$ cat config.mk
export PLATFORM = sky130hd
export DESIGN_NAME = usb_endpoint_transfer_engine
export DESIGN_NICKNAME = d
export VERILOG_FILES = /design/src/rtl/uete_pkg.sv /design/src/rtl/usb_endpoint_transfer_engine.sv
export SDC_FILE = /design/constraint.sdc
export NUM_CORES = 1
export LEC_CHECK = 0
export BUFFER_PORTS_ARGS = -buffer_cell sky130_fd_sc_hd__buf_2
export CORE_ASPECT_RATIO = 0.75
export CORE_MARGIN = 8
export CORE_UTILIZATION = 45
export CTS_CLUSTER_DIAMETER = 80
export DETAILED_ROUTE_END_ITERATION = 7
export HOLD_SLACK_MARGIN = 0.12
export PLACE_DENSITY_LB_ADDON = 0.15
export SYNTH_ARGS = -nofsm -noshare
export SYNTH_HDL_FRONTEND = slang
export SYNTH_SLANG_ARGS = --single-unit
$ cat constraint.sdc
create_clock -name clk -period 7.8 [get_ports clk]
set_clock_uncertainty 0.15 [all_clocks]
set_input_delay 1.56 -clock clk [delete_from_list [all_inputs] [get_ports clk]]
set_output_delay 1.56 -clock clk [all_outputs]
set_load 0.02 [all_outputs]
$ cat src/rtl/uete_pkg.sv
// Package for the USB endpoint transfer engine.
// Holds the command and token codes, the register indexes and the item and
// result types. It depends on nothing else.
package uete_pkg;

  // Command codes carried in the mode field.
  localparam logic [2:0] ModeStart      = 3'd0;
  localparam logic [2:0] ModeEvent      = 3'd1;
  localparam logic [2:0] ModeTakeback   = 3'd2;
  localparam logic [2:0] ModeStall      = 3'd3;
  localparam logic [2:0] ModeRequestZlp = 3'd4;
  localparam logic [2:0] ModeSetNotify  = 3'd5;

  // Token PIDs of a completion event.
  localparam logic [3:0] PidOut = 4'd1;
  localparam logic [3:0] PidIn  = 4'd9;

  // Sides of the endpoint.
  localparam logic SideRx = 1'b0;
  localparam logic SideTx = 1'b1;

  // Configuration register indexes.
  localparam int unsigned CfgIndexWidth = 2;
  localparam logic [CfgIndexWidth-1:0] CfgRxMaxPacket = 2'd0;
  localparam logic [CfgIndexWidth-1:0] CfgTxMaxPacket = 2'd1;

  localparam logic [9:0] MaxPacketReset = 10'd64;

  typedef struct packed {
    logic [2:0]  mode;
    logic        direction;
    logic [31:0] buffer_address;
    logic [15:0] transfer_length;
    logic        toggle_given;
    logic        toggle_value;
    logic        notify_request;
    logic        descriptor_parity;
    logic [3:0]  token_pid;
    logic [9:0]  packet_count;
  } item_t;

  typedef struct packed {
    logic        arm_valid;
    logic        arm_direction;
    logic        arm_parity;
    logic [31:0] arm_address;
    logic [9:0]  arm_count;
    logic        arm_data01;
    logic        arm_stall;
    logic        accepted;
    logic        transfer_complete;
    logic        side_busy;
    logic [15:0] bytes_done;
  } result_t;

endpackage

$ cat src/rtl/usb_endpoint_transfer_engine.sv
// Transfer engine for one USB endpoint with an OUT (rx) and an IN (tx) side.
// Depends on uete_pkg for codes and the item and result types.
//
// Channel   Dir  Handshake               Payload
// item      in   item_valid/item_ready   mode .. packet_count
// result    out  result_valid/result_ready arm_valid .. bytes_done
// cfg       in   cfg_valid/cfg_ready     cfg_index, cfg_data
//
// An accepted item waits in the item register, then the whole update runs in
// one pass into the result register. One item is accepted every cycle while
// the result channel is not stalled; the item register and the result register
// form a two-stage pipeline. A stalled result holds the item register, and
// item_ready falls only when both stages are full. Reset (rst, synchronous)
// clears both sides, the pipeline valid flags and sets both max packet sizes
// to 64. Configuration writes are always taken.
module usb_endpoint_transfer_engine (
  input  logic        clk,
  input  logic        rst,
  // Item channel.
  input  logic        item_valid,
  output logic        item_ready,
  input  logic [2:0]  mode,
  input  logic        direction,
  input  logic [31:0] buffer_address,
  input  logic [15:0] transfer_length,
  input  logic        toggle_given,
  input  logic        toggle_value,
  input  logic        notify_request,
  input  logic        descriptor_parity,
  input  logic [3:0]  token_pid,
  input  logic [9:0]  packet_count,
  // Result channel.
  output logic        result_valid,
  input  logic        result_ready,
  output logic        arm_valid,
  output logic        arm_direction,
  output logic        arm_parity,
  output logic [31:0] arm_address,
  output logic [9:0]  arm_count,
  output logic        arm_data01,
  output logic        arm_stall,
  output logic        accepted,
  output logic        transfer_complete,
  output logic        side_busy,
  output logic [15:0] bytes_done,
  // Configuration channel.
  input  logic                               cfg_valid,
  output logic                               cfg_ready,
  input  logic [uete_pkg::CfgIndexWidth-1:0] cfg_index,
  input  logic [9:0]                         cfg_data
);
  import uete_pkg::*;

  // Configuration registers.
  logic [9:0] rx_max_packet;
  logic [9:0] tx_max_packet;

  // Per-side state, index 0 is the rx side and index 1 the tx side.
  logic [31:0] next_address     [2];
  logic [15:0] bytes_to_go      [2];
  logic [15:0] done_count       [2];
  logic        zlp_pending      [2];
  logic        data_toggle      [2];
  logic        stall_pending    [2];
  logic        notify_pending   [2];
  logic        ping_pong_index  [2];
  logic [1:0]  descriptor_owned [2];

  logic [31:0] next_address_next     [2];
  logic [15:0] bytes_to_go_next      [2];
  logic [15:0] done_count_next       [2];
  logic        zlp_pending_next      [2];
  logic        data_toggle_next      [2];
  logic        stall_pending_next    [2];
  logic        notify_pending_next   [2];
  logic        ping_pong_index_next  [2];
  logic [1:0]  descriptor_owned_next [2];

  // Pipeline registers.
  item_t   item_q;
  logic    item_q_valid;
  result_t result_q;
  result_t result_next;

  logic    advance;

  // Arm request and its outcome.
  logic        arm_req;
  logic        arm_side;
  logic        arm_par;
  logic        arm_ok;
  logic [9:0]  arm_mp;
  logic [9:0]  arm_cnt;
  logic [15:0] event_sum;

  // The update runs when the item register is full and the result register
  // can take its outcome.
  assign advance    = item_q_valid && (!result_valid || result_ready);
  assign item_ready = !item_q_valid || advance;
  assign cfg_ready  = 1'b1;

  always_ff @(posedge clk) begin
    if (rst) begin
      item_q_valid <= 1'b0;
    end else if (item_ready) begin
      item_q_valid <= item_valid;
    end
    if (item_ready && item_valid) begin
      item_q <= '{mode: mode, direction: direction, buffer_address: buffer_address,
                  transfer_length: transfer_length, toggle_given: toggle_given,
                  toggle_value: toggle_value, notify_request: notify_request,
                  descriptor_parity: descriptor_parity, token_pid: token_pid,
                  packet_count: packet_count};
    end
  end

  always_ff @(posedge clk) begin
    if (rst) begin
      result_valid <= 1'b0;
    end else if (advance) begin
      result_valid <= 1'b1;
    end else if (result_ready) begin
      result_valid <= 1'b0;
    end
    if (advance) begin
      result_q <= result_next;
    end
  end

  always_ff @(posedge clk) begin
    if (rst) begin
      rx_max_packet <= MaxPacketReset;
      tx_max_packet <= MaxPacketReset;
    end else if (cfg_valid) begin
      if (cfg_index == CfgRxMaxPacket) begin
        rx_max_packet <= cfg_data;
      end
      if (cfg_index == CfgTxMaxPacket) begin
        tx_max_packet <= cfg_data;
      end
    end
  end

  // One pass over the addressed side: the command updates the state, then an
  // arm attempt (if the command asks for one) works on the updated state.
  always_comb begin
    next_address_next     = next_address;
    bytes_to_go_next      = bytes_to_go;
    done_count_next       = done_count;
    zlp_pending_next      = zlp_pending;
    data_toggle_next      = data_toggle;
    stall_pending_next    = stall_pending;
    notify_pending_next   = notify_pending;
    ping_pong_index_next  = ping_pong_index;
    descriptor_owned_next = descriptor_owned;
    result_next           = '0;
    arm_req               = 1'b0;
    arm_side              = item_q.direction;
    event_sum             = 16'd0;

    unique case (item_q.mode)
      ModeStart: begin
        if (item_q.toggle_given) begin
          data_toggle_next[item_q.direction] = item_q.toggle_value;
        end
        next_address_next[item_q.direction] = item_q.buffer_address;
        bytes_to_go_next[item_q.direction]  = item_q.transfer_length;
        done_count_next[item_q.direction]   = 16'd0;
        if (item_q.notify_request) begin
          notify_pending_next[item_q.direction] = 1'b1;
        end
        arm_req = 1'b1;
      end
      ModeEvent: begin
        // The finished descriptor is released on the addressed side, while
        // the transfer bookkeeping follows the side named by the token.
        descriptor_owned_next[item_q.direction][item_q.descriptor_parity] = 1'b0;
        ping_pong_index_next[item_q.direction] = !ping_pong_index[item_q.direction];
        data_toggle_next[item_q.direction]     = !data_toggle[item_q.direction];
        if (item_q.token_pid == PidOut) begin
          result_next.accepted = 1'b1;
          arm_side  = SideRx;
          event_sum = done_count[SideRx] + {6'd0, item_q.packet_count};
          done_count_next[SideRx] = event_sum;
          // A zero-length, oversized or short packet ends an OUT transfer.
          if (item_q.packet_count == 10'd0 ||
              {6'd0, item_q.packet_count} > bytes_to_go[SideRx] ||
              item_q.packet_count < rx_max_packet) begin
            bytes_to_go_next[SideRx] = 16'd0;
          end else begin
            bytes_to_go_next[SideRx] = bytes_to_go[SideRx] - {6'd0, item_q.packet_count};
          end
          if (bytes_to_go_next[SideRx] != 16'd0) begin
            next_address_next[SideRx] = next_address[SideRx] +
                                        {22'd0, item_q.packet_count};
            arm_req = 1'b1;
          end else if (notify_pending[SideRx]) begin
            notify_pending_next[SideRx]   = 1'b0;
            result_next.transfer_complete = 1'b1;
          end
        end else if (item_q.token_pid == PidIn) begin
          result_next.accepted = 1'b1;
          arm_side  = SideTx;
          event_sum = done_count[SideTx] + {6'd0, item_q.packet_count};
          done_count_next[SideTx] = event_sum;
          if ({6'd0, item_q.packet_count} > bytes_to_go[SideTx]) begin
            bytes_to_go_next[SideTx] = 16'd0;
          end else begin
            bytes_to_go_next[SideTx] = bytes_to_go[SideTx] - {6'd0, item_q.packet_count};
          end
          if (bytes_to_go_next[SideTx] != 16'd0) begin
            next_address_next[SideTx] = next_address[SideTx] +
                                        {22'd0, item_q.packet_count};
            arm_req = 1'b1;
          end else if (zlp_pending[SideTx]) begin
            // The zero-length packet request is used up even if arming fails.
            zlp_pending_next[SideTx] = 1'b0;
            arm_req = 1'b1;
          end else if (notify_pending[SideTx]) begin
            notify_pending_next[SideTx]   = 1'b0;
            result_next.transfer_complete = 1'b1;
          end
        end
      end
      ModeTakeback: begin
        // Each released descriptor advances the ping-pong index once.
        ping_pong_index_next[item_q.direction] = ping_pong_index[item_q.direction] ^
          descriptor_owned[item_q.direction][0] ^ descriptor_owned[item_q.direction][1];
        descriptor_owned_next[item_q.direction] = 2'b00;
        next_address_next[item_q.direction]     = 32'd0;
        bytes_to_go_next[item_q.direction]      = 16'd0;
        done_count_next[item_q.direction]       = 16'd0;
        zlp_pending_next[item_q.direction]      = 1'b0;
        data_toggle_next[item_q.direction]      = 1'b0;
        stall_pending_next[item_q.direction]    = 1'b0;
        notify_pending_next[item_q.direction]   = 1'b0;
      end
      ModeStall: begin
        stall_pending_next[item_q.direction] = 1'b1;
      end
      ModeRequestZlp: begin
        zlp_pending_next[SideTx] = 1'b1;
      end
      ModeSetNotify: begin
        if (item_q.notify_request) begin
          notify_pending_next[item_q.direction] = 1'b1;
        end
      end
      default: begin
      end
    endcase

    // Arm the free descriptor: the one the ping-pong index points at, else
    // the other one. No buffer or no free descriptor means no arm.
    arm_par = ping_pong_index_next[arm_side];
    if (descriptor_owned_next[arm_side][arm_par]) begin
      arm_par = !arm_par;
    end
    arm_ok = arm_req && (next_address_next[arm_side] != 32'd0) &&
             !descriptor_owned_next[arm_side][arm_par];
    arm_mp  = (arm_side == SideTx) ? tx_max_packet : rx_max_packet;
    arm_cnt = (bytes_to_go_next[arm_side] < {6'd0, arm_mp}) ?
              bytes_to_go_next[arm_side][9:0] : arm_mp;
    if (arm_ok) begin
      result_next.arm_valid     = 1'b1;
      result_next.arm_direction = arm_side;
      result_next.arm_parity    = arm_par;
      result_next.arm_address   = next_address_next[arm_side];
      result_next.arm_count     = arm_cnt;
      result_next.arm_data01    = data_toggle_next[arm_side];
      result_next.arm_stall     = stall_pending_next[arm_side];
      stall_pending_next[arm_side] = 1'b0;
      descriptor_owned_next[arm_side][arm_par] = 1'b1;
    end
    if (item_q.mode == ModeStart) begin
      result_next.accepted = arm_ok;
    end

    result_next.side_busy  = (descriptor_owned_next[item_q.direction] != 2'b00) ||
                             (bytes_to_go_next[item_q.direction] != 16'd0) ||
                             zlp_pending_next[item_q.direction];
    result_next.bytes_done = done_count_next[item_q.direction];
  end

  always_ff @(posedge clk) begin
    if (rst) begin
      for (int s = 0; s < 2; s++) begin
        next_address[s]     <= 32'd0;
        bytes_to_go[s]      <= 16'd0;
        done_count[s]       <= 16'd0;
        zlp_pending[s]      <= 1'b0;
        data_toggle[s]      <= 1'b0;
        stall_pending[s]    <= 1'b0;
        notify_pending[s]   <= 1'b0;
        ping_pong_index[s]  <= 1'b0;
        descriptor_owned[s] <= 2'b00;
      end
    end else if (advance) begin
      next_address     <= next_address_next;
      bytes_to_go      <= bytes_to_go_next;
      done_count       <= done_count_next;
      zlp_pending      <= zlp_pending_next;
      data_toggle      <= data_toggle_next;
      stall_pending    <= stall_pending_next;
      notify_pending   <= notify_pending_next;
      ping_pong_index  <= ping_pong_index_next;
      descriptor_owned <= descriptor_owned_next;
    end
  end

  assign arm_valid         = result_q.arm_valid;
  assign arm_direction     = result_q.arm_direction;
  assign arm_parity        = result_q.arm_parity;
  assign arm_address       = result_q.arm_address;
  assign arm_count         = result_q.arm_count;
  assign arm_data01        = result_q.arm_data01;
  assign arm_stall         = result_q.arm_stall;
  assign accepted          = result_q.accepted;
  assign transfer_complete = result_q.transfer_complete;
  assign side_busy         = result_q.side_busy;
  assign bytes_done        = result_q.bytes_done;

  // An armed descriptor is owned afterwards.
  a_arm_owns: assert property (@(posedge clk) disable iff (rst)
    advance && arm_ok |=> descriptor_owned[$past(arm_side)][$past(arm_par)])
    else $error("armed descriptor not marked owned");

  // A takeback leaves the side with no owned descriptor and no bytes left.
  a_takeback_clears: assert property (@(posedge clk) disable iff (rst)
    advance && item_q.mode == ModeTakeback |=>
      descriptor_owned[$past(item_q.direction)] == 2'b00 &&
      bytes_to_go[$past(item_q.direction)] == 16'd0)
    else $error("takeback left side state behind");

  // Without an arm, the descriptor fields of the result are all zero.
  a_no_arm_zero: assert property (@(posedge clk) disable iff (rst)
    result_valid && !arm_valid |->
      arm_address == 32'd0 && arm_count == 10'd0 && !arm_stall && !arm_data01)
    else $error("descriptor fields set without an arm");

  // While the pipeline is stalled the endpoint state does not move.
  a_stall_holds_state: assert property (@(posedge clk) disable iff (rst)
    !advance |=> $stable(done_count[0]) && $stable(done_count[1]) &&
                 $stable(descriptor_owned[0]) && $stable(descriptor_owned[1]))
    else $error("endpoint state changed without an update");

endmodule
* After elaboration in Yosys (flattened, before gate mapping)
Index checks and enable logic that the tools add are counted.
** Word-level totals
- Output and inout bits :: 69
- Input port bits :: 87
- Logic and storage cells :: 268
- Bits in registers :: 300
** Cells by class
- Bitwise logic cells :: 23
- Order comparisons :: 13
- Add/subtract/negate cells :: 6
- Reductions and logical operators :: 36
- Equal/unequal tests :: 15
- Mux-type cells :: 132
** Operators with widths (number)
- $mux 16 :: 23
- $mux 32 :: 9
- $pmux 64 s3 :: 1
- $pmux 32 s3 :: 1
- $add 32x10->32 :: 2
- $and 32x32->32 :: 2
- $and 64x64->64 :: 1
- $bwmux 64 :: 1
- $not 64->64 :: 1
- $pmux 32 s2 :: 1
- $mux 1 :: 53
- $reduce_bool 16->1 :: 3
- $mux 47 :: 1
- $mux 2 :: 18
- $add 16x10->16 :: 2
- $bwmux 32 :: 1
- $demux 32 s1 :: 1
- $gt 10x16->1 :: 2
- $not 32->32 :: 1
- $reduce_bool 32->1 :: 1
- $sub 16x10->16 :: 2
- $mux 10 :: 2
- $demux 16 s1 :: 1
- $lt 16x10->1 :: 1
- 42 further kinds :: 94

* Logic depth before layout (Yosys ltp)
Gate-level depths: netlist of the first run.
- Word-level depth :: 29
- Gate-level depth with buffers :: 23
- Depth with buffers taken out :: 21

* Worst setup path after synthesis of the first run
Ideal clock, no wire load.
- Kind :: register -> register
- From :: reg item_q[0] (netlist name)
- To :: reg result_q (netlist bit side_busy), data pin
- Period minus slack after synthesis :: 5.168 ns
- Path buffers :: 0
- Data required time :: 7.378 ns
- Setup slack :: 2.632 ns
- Cell stages (with the launch flop) :: 18
- Setup time :: 0.272 ns
- Data arrival time :: 4.747 ns
- Path through :: edfxtp_1 ha_1 fa_1 nand2b_1 a21o_1 a32o_1 a2111oi_0 nand4_1 nor4_4 nor4_1 a32o_1 a21o_1 or4b_4 a2111oi_4 nand4_2 o21bai_4 a211oi_1 or4_1
** RTL lines
- from (decl) :: line usb_endpoint_transfer_engine.sv:80 : item_t item_q;
- from (signal assigned) :: line usb_endpoint_transfer_engine.sv:109 : item_q <= '{mode: mode, direction: direction, buffer_address: buffer_address,
- to (signal assigned) :: line usb_endpoint_transfer_engine.sv:126 : result_q <= result_next;
- to (decl) :: line usb_endpoint_transfer_engine.sv:82 : result_t result_q;

* Worst setup path in the final report of the first run
- From :: reg item_q[1] (netlist name)
- To :: reg result_q (netlist bit arm_address[22]), data pin
** Between the ends
- Cells in the longest elaborated chain, start to end :: 16
- Elaborated cells between the ends (all ways) :: 36
- Classes of those cells :: add/sub (4); order compare (3); mux (21); reduce/logical (8)
** Ends and longest elaborated chain
- $sub 16x10->16, or another cell as far along :: line usb_endpoint_transfer_engine.sv:209 : bytes_to_go_next[SideTx] = bytes_to_go[SideTx] - {6'd0, item_q.packet_count};
- $mux 16 / $logic_or 1x1->1 (equally long branches) :: line usb_endpoint_transfer_engine.sv:206, usb_endpoint_transfer_engine.sv:186
- $mux 16 / $logic_or 1x1->1 (equally long branches) :: line usb_endpoint_transfer_engine.sv:201, usb_endpoint_transfer_engine.sv:187
- $mux 16 (on tied branches) :: line usb_endpoint_transfer_engine.sv:180, usb_endpoint_transfer_engine.sv:186
- $mux 16 (on tied branches) :: line usb_endpoint_transfer_engine.sv:161, usb_endpoint_transfer_engine.sv:180
- $reduce_bool 16->1 / $mux 16 (equally long branches) :: line usb_endpoint_transfer_engine.sv:211, usb_endpoint_transfer_engine.sv:161
- $mux 32 / $reduce_bool 16->1 (equally long branches) :: line usb_endpoint_transfer_engine.sv:211, usb_endpoint_transfer_engine.sv:193
- $mux 32 (on tied branches) :: line usb_endpoint_transfer_engine.sv:201, usb_endpoint_transfer_engine.sv:193
- $mux 32 :: line usb_endpoint_transfer_engine.sv:180 : if (item_q.token_pid == PidOut) begin
- $pmux 64 s3 :: line usb_endpoint_transfer_engine.sv:161 : unique case (item_q.mode)
- $mux 32 (not written as such) (3 in series) :: line usb_endpoint_transfer_engine.sv:259 : arm_ok = arm_req && (next_address_next[arm_side] != 32'd0) &&
- $reduce_bool 32->1 :: line usb_endpoint_transfer_engine.sv:259
- $logic_and 1x1->1 (*) (2 in series) :: line usb_endpoint_transfer_engine.sv:259
- via arm_ok :: line usb_endpoint_transfer_engine.sv:91 : logic arm_ok;
Mark *: on every way through the listed nets, which the timed path passes. The rest lies on a longest branch. The select of a mux whose other input is x is not followed.
A chain may end at the register's enable or synchronous reset.

==> key figures, run 1 <==
CTS
  • TritonCTS clock tree: yes
  • Clock buffer count from CTS: 36
  • # hold bufs at CTS: 0
  • Max clock buf depth: 3
  • Clock tree root driver cell: clkbuf_16
  • H-tree depth: 2
  • Setup bufs post-CTS: 0
  • Later-pin clock latency in the skew report: 0.58 ns
  • Clock slew at reported path FFs: 0.07 ns
  • Sink Count: 300
  • # resized after CTS: 0

Floorplanning
  • Die width: 257 um
  • Die height: 196 um
  • Initial Util: 45.3%
  • FP Rows: 66
  • Ports: 156
  • Die Area: 0.0504 mm^2
  • Core area: 0.0431 mm^2

STA
  • Final hold vios: 0
  • Period utilization: 91.3%
  • Final Max Tran Viols: 0
  • Worst slew margin: 24.7%
  • Final setup viols: 0
  • Least-Margin Pin Slew: 1.13 ns
  • Setup total negative slack: 0 ns
  • F_max: 140 MHz
  • RSZ-0062 raised after global routing: false
  • Final critical-path setup slack: 0.677 ns
  • Period minus WS final: 7.12 ns

Placed design
  • DP HPWL: 57000 um
  • Input/output buffers: 154
  • Routability cong.: 0.987
  • Inst Count DP: 2981
  • Dpl ws: 0.993 ns

Finish
  • Finished Layout Cells: 3047
  • Commonest cells after routing, fill and taps aside: nor2_1, nand2_1, a21oi_1
  • Area grow syn2layout: 13.7%
  • Layout net count: 2613
  • Utilization after layout: 51.5%
  • N_diodes: 0
  • Share of cells above drive strength 1: 13.2%
  • Commonest non-fill, non-tap cell in the layout: nor2_1

Global route
  • Met1 Resource Use GR: 43.1%
  • Met3 Usage GRT: 9.64%
  • GRT overflow: 0
  • Routing usage on met2: 42.2%
  • GRT busiest layer: met1
  • Vias in the first global route: 18256
  • Initial antenna violation count: 2
  • Tot GR Track Use: 29.9%
  • First-pass GRT wire length: 117000 um
  • Largest net degree at the start of global routing: 101

Synth
  • Mapped Area: 0.0195 mm^2
  • Share of flip-flops with an asynchronous set or reset: 0%
  • Sequential share of the synthesized area: 37.7%
  • Mapped Cells: 2336
  • Net count after synthesis: 2508
  • Synth unique cells: 88
  • Syn Area/Cell: 8.36 um^2
  • EDFF count, synth: 136
  • Seq cells post-synth: 300
  • Yosys warns: 0
  • Ys flop type: dfxtp_1

Setup path
  • Worst path slowest cell: nand2b_1
  • Critical Path AT: 7.29 ns
  • Crit-path cells: buf_4 > fa_1 > nand2b_1 > a21o_1 > a32o_1 > a2111oi_0 > nand4_1 > nor4_4 > nand2b_1 > buf_4 > mux2i_1 > o311ai_1 > o221ai_1 > nor4_1 > nand4_1 > o21bai_4 > inv_1 > and2_1
  • CP endpoint kind: flip-flop
  • Critical Path Max Stage Delay: 0.66 ns
  • Crit path launch type: flip-flop
  • Crit-path max FO: 15
  • CP required: 7.97 ns
  • CP Class: reg2reg

Power and ir drop
  • P_leak: 8.38 nW
  • Total Power: 0.00435 W
  • Power Density: 196 mW/mm^2
  • Maximum vdd drop: 0.224 mV

Route
  • Wirelength per Cell: 25.7 um
  • Final ANT Viol Nets: 0
  • Vias per cell: 6.43
  • Vias: 19605
  • Drt drc: 0
  • Detailed-route wire length: 78400 um
  • DR iter-0 viols: 2481
  • DR pass1 iterations: 7

Outcome
  • Status: finished, final reports clean

Hold path
  • Hold crit path type: reg2reg

Run
  • Total of max-cap violations: 0
==> through the flow <==
stage | hold WS [ns] | area, um^2
global route | 0.318 | 22200
global placement | 0.288 | 21000
floorplan | 0.278 | 19500
finish | 0.311 | 22200
CTS | 0.308 | 22200
detailed placement | 0.299 | 21000
==> registers in the layout (all words and copies together), names as in the netlist, 2 cells and up <==
| name | cells |
|---|---|
| stall_pending | 2 |
| data_toggle | 2 |
| arm_count | 10 |
| rx_max_packet | 10 |
| bytes_to_go | 32 |
| tx_max_packet | 10 |
| arm_address | 32 |
| ping_pong_index | 2 |
| bytes_done | 16 |
| notify_pending | 2 |
| done_count | 32 |
| item_q | 70 |
| next_address | 64 |
| zlp_pending | 2 |
| descriptor_owned | 4 |
==> kinds of logic (layout without fill, tap and decap cells) <==
kind of cell               after synthesis  after routing  synth area share (%)
DFF                                    300            300                  37.7
muxes                                   63             63                  3.27
buffers and inverters                  207            340                  4.19
and+or+nand+nor                        898            898                  21.4
xor gates and xnor gates                46             46                  2.06
AOI/OAI and AO/OA                      736            736                  25.6
other                                    1              1                0.0192
adders and majority gates               85             85                  5.68
==> synth_stat cells (12+ instances only) <==
library cell,number,area (um^2)
nand3_1,47,235
and2_1,23,144
edfxtp_1,136,4080
inv_1,55,206
nand2_1,229,860
or2_2,12,75.1
and3_1,20,125
o21a_1,25,188
a211oi_1,76,571
xnor2_1,32,280
nor4_1,21,131
nor3_1,62,310
mux2i_1,57,571
o21ai_0,133,666
dfxtp_1,164,3280
nand4_1,24,150
a31oi_1,32,200
a21oi_1,175,876
o22ai_1,12,75.1
nor2_1,342,1280
ha_1,79,988
buf_1,15,56.3
a221oi_1,37,324
o211ai_1,21,158
or3_1,22,138
nor2b_1,32,200
a21o_1,21,158
nand2b_1,21,131
buf_2,17,85.1
xor2_1,14,123
clkbuf_1,116,435
a22oi_1,49,368
==> critical path, delay by kind of cell, from the launching register on <==
kind / cells / cell delay [ns]
compound gates: 6 / 2.00
fa+ha+maj: 1 / 0.46
buf+inv: 3 / 0.89
flops: 1 / 0.47
mux: 1 / 0.08
simple gates: 7 / 2.81
==> report_power, final <==
group	switching [W]	leakage, nW	internal [W]
Combinational	0.000524	5.14	0.000264
Clock	0.000720	0.595	0.00104
Sequential	0.0000731	2.64	0.00172
Total	0.00132	8.38	0.00303
==> routing by layer <==
metal,vias to the layer above,share of wire (%)
met5,-,0
met1,9403,44
met4,0,2.6
li1,8935,-
met2,1131,40
met3,136,13
==> final timing paths <==
path	from	end	slack (ns)	depth (start not counted)
setup / recovery	item_q[1]$_DFFE_PP_	arm_address[22]$_SDFFCE_PP0P_	0.68	18
hold / removal	zlp_pending[1]$_SDFFE_PP0P_	zlp_pending[1]$_SDFFE_PP0P_	0.31	1
setup reg to reg	item_q[1]$_DFFE_PP_	arm_address[22]$_SDFFCE_PP0P_	0.68	18
hold reg to reg	zlp_pending[1]$_SDFFE_PP0P_	zlp_pending[1]$_SDFFE_PP0P_	0.31	1
==> final cells by class <==
| class | instances | area [um^2] |
|---|---|---|
| clock inverter | 13 | 156 |
| sequential | 300 | 7370 |
| inverter | 55 | 214 |
| fill | 4165 | 20900 |
| tap | 578 | 723 |
| timing repair buffer | 219 | 1270 |
| clock buffer | 53 | 1060 |
| multi-input combinational | 1829 | 11400 |
Note: power is estimated with default switching activity, not from simulation.
==> run 2, diff against run 1 <==
--- a/config.mk
+++ b/config.mk
@@ -6,7 +6,7 @@
 export NUM_CORES = 1
 export LEC_CHECK = 0
 export BUFFER_PORTS_ARGS = -buffer_cell sky130_fd_sc_hd__buf_2
-export CORE_ASPECT_RATIO = 0.75
+export CORE_ASPECT_RATIO = 1.5
 export CORE_MARGIN = 8
 export CORE_UTILIZATION = 45
 export CTS_CLUSTER_DIAMETER = 80
==> run 2 against run 1 <==
  * Power down 2.8%
  * Cell count down 0.69%
  * Setup slack worse by 0.47 ns
  * Utilization down 0.17 points
  * Die area up 0.14%
  * Hold slack worse by 0.018 ns
  * Clock-buffer cell count down 10
  * Sequential power about the same
  * Sequential share of layout area up 0.24 points
  * Global-route usage up 0.34 points
  * Largest cell class unchanged
  * Highest routed layer unchanged
==> key figures, run 2 (synthesized netlist as in run 1, its figures left out) <==
CTS
  • Later-pin clock latency in the skew report: 0.55 ns (-0.03 ns)
  • Setup bufs post-CTS: 0 (unchanged)
  • # hold bufs at CTS: 0 (unchanged)
  • Clock tree root driver cell: clkbuf_16
  • Sink Count: 300 (unchanged)
  • H-tree depth: 2 (unchanged)
  • Clock buffer count from CTS: 34 (-5.6%)
  • Max clock buf depth: 3 (unchanged)
  • # resized after CTS: 0 (unchanged)
  • TritonCTS clock tree: yes
  • Clock slew at reported path FFs: 0.06 ns (about the same)

Run
  • Total of max-cap violations: 0 (unchanged)

STA
  • Setup total negative slack: 0 ns (unchanged)
  • Least-Margin Pin Slew: 1.16 ns (+0.0260 ns)
  • F_max: 132 MHz (-6.2%)
  • Period minus WS final: 7.60 ns (+0.473 ns)
  • Final setup viols: 0 (unchanged)
  • RSZ-0062 raised after global routing: false
  • Final Max Tran Viols: 0 (unchanged)
  • Final hold vios: 0 (unchanged)
  • Period utilization: 97.4% (+6.1 points)
  • Worst slew margin: 23.0% (-1.7 points)

Route
  • Drt drc: 0 (unchanged)
  • DR pass1 iterations: 6 (-1)
  • DR iter-0 viols: 1982 (-20%)
  • Vias per cell: 6.48 (+0.74%)
  • Detailed-route wire length: 78200 um (-0.21%)
  • Wirelength per Cell: 25.8 um (+0.48%)
  • Vias: 19613 (+0.041%)
  • Final ANT Viol Nets: 0 (unchanged)

Hold path
  • HP Start: zlp_pending[1]$_SDFFE_PP0P_
  • Worst hold endpoint: zlp_pending[1]$_SDFFE_PP0P_
  • Cell count of the worst hold path: 1 (unchanged)
  • Hold crit path type: reg2reg

Setup path
  • CP endpoint kind: flip-flop
  • Critical Path AT: 7.73 ns (+0.44 ns)
  • R2R Setup Slk: 0.20 ns (-0.47 ns)
  • R2r worst-path depth: 17 (-1)
  • CP required: 7.94 ns (-0.03 ns)
  • Crit-path max FO: 22 (+7)
  • Crit-path cells: inv_1 > ha_1 > a21o_1 > a21oi_1 > o21ai_1 > a2111oi_0 > o211ai_1 > nor4_1 > and2_1 > o31ai_1 > a2111oi_2 > o221ai_1 > nor4_1 > nand4_1 > o21bai_4 > inv_1 > and2_1
  • R2r endpoint: arm_address[22]$_SDFFCE_PP0P_
  • Worst path slowest cell: and2_1
  • CP Class: reg2reg
  • Critical Path Max Stage Delay: 0.87 ns (+0.21 ns)
  • Crit path launch type: flip-flop
  • Launching point of the worst reg2reg path: item_q[4]$_DFFE_PP_
  • Crit. Startpoint: item_q[4]$_DFFE_PP_

Finish
  • Area grow syn2layout: 12.8%
  • Top Registers: item_q x70, next_address x64
  • Layout net count: 2603 (-0.38%)
  • N_diodes: 0 (unchanged)
  • Finished Layout Cells: 3026 (-0.69%)
  • Commonest non-fill, non-tap cell in the layout: nor2_1
  • Largest Register: item_q
  • Max FFs per register: 70 (unchanged)
  • Share of cells above drive strength 1: 12.9% (-0.34 points)
  • Commonest cells after routing, fill and taps aside: nor2_1, nand2_1, a21oi_1

Global route
  • GRT overflow: 0 (unchanged)
  • First-pass GRT wire length: 116000 um (-0.34%)
  • Initial antenna violation count: 0 (-2)
  • Vias in the first global route: 18931 (+3.7%)
  • Tot GR Track Use: 30.3% (+0.34 points)
  • Largest net degree at the start of global routing: 118 (+17%)

Outcome
  • Status: finished, final reports clean

Floorplanning
  • Core area: 0.0429 mm^2 (-0.39%)
  • Die Area: 0.0504 mm^2 (+0.14%)
  • Initial Util: 45.5% (+0.18 points)
  • FP Rows: 93 (+41%)
  • Die height: 271 um (+38%)
  • Ports: 156 (unchanged)
  • Die width: 186 um (-27%)

Power and ir drop
  • Maximum vdd drop: 0.177 mV (-21%)
  • P_leak: 8.29 nW (-1.0%)
  • Power Density: 192 mW/mm^2 (-2.1%)

Placed design
  • Inst Count DP: 2965 (-0.54%)
  • Routability cong.: 0.991 (+0.40%)
  • Input/output buffers: 154 (unchanged)
  • DP HPWL: 56600 um (-0.80%)
run 2: power breakdown:
| part | switching, W | leakage, nW | internal [W] |
|---|---|---|---|
| combinational | 0.000516 | 5.11 | 0.000262 |
| clock | 0.000704 | 0.543 | 0.000949 |
| sequential | 0.0000721 | 2.64 | 0.00172 |
| total | 0.00129 | 8.29 | 0.00293 |
run 2: worst max-delay path by stage:
stage	endpoint	slack (ns)
3_5_place_dp	arm_address[22]$_SDFFCE_PP0P_	0.52
6_report	arm_address[22]$_SDFFCE_PP0P_	0.20
4_1_cts	arm_address[22]$_SDFFCE_PP0P_	0.48
5_1_grt	arm_address[17]$_SDFFCE_PP0P_	0.003
3_3_place_gp	arm_address[17]$_SDFFCE_PP0P_	0.67
2_1_floorplan	side_busy$_DFFE_PP_	2.63
run 2: routing by layer:
| metal | part of all wire [%] | global-route usage [%] |
|---|---|---|
| met1 | 38 | 35.5 |
| met2 | 47 | 50.4 |
| met3 | 6.9 | 4.05 |
| met4 | 7.6 | 20.4 |
| met5 | 0 | 0 |
run 2: critical path: cells and delay by family, from the launching register on:
kind,cells,cell delay (ns)
buf+inv,2,0.67
simple gates,5,2.27
fa+ha+maj,1,0.40
compound gates,9,3.23
flops,1,0.59
run 2: layout make-up:
type	instances	area (um^2)
clock buffer	43	926
clock inverter	18	186
fill	4072	20900
inverter	55	214
multi-input combinational	1829	11400
sequential	300	7370
tap	570	713
timing repair buffer	211	1230
run 2: stage by stage:
step / hold WS [ns] / utilization (%) / instance area (um^2) / setup WS, ns / power (W)
after CTS: 0.296 / 51.3 / 22000 / 0.476 / 0.00423
after detailed placement: 0.288 / 48.7 / 20900 / 0.522 / 0.00259
after floorplan: 0.278 / - / 19500 / 2.63 / 0.00231
final: 0.293 / 51.3 / 22000 / 0.203 / 0.00423
after global placement: 0.282 / 48.7 / 20900 / 0.666 / 0.00258
after global routing: 0.309 / 51.3 / 22000 / 0.00307 / 0.00436
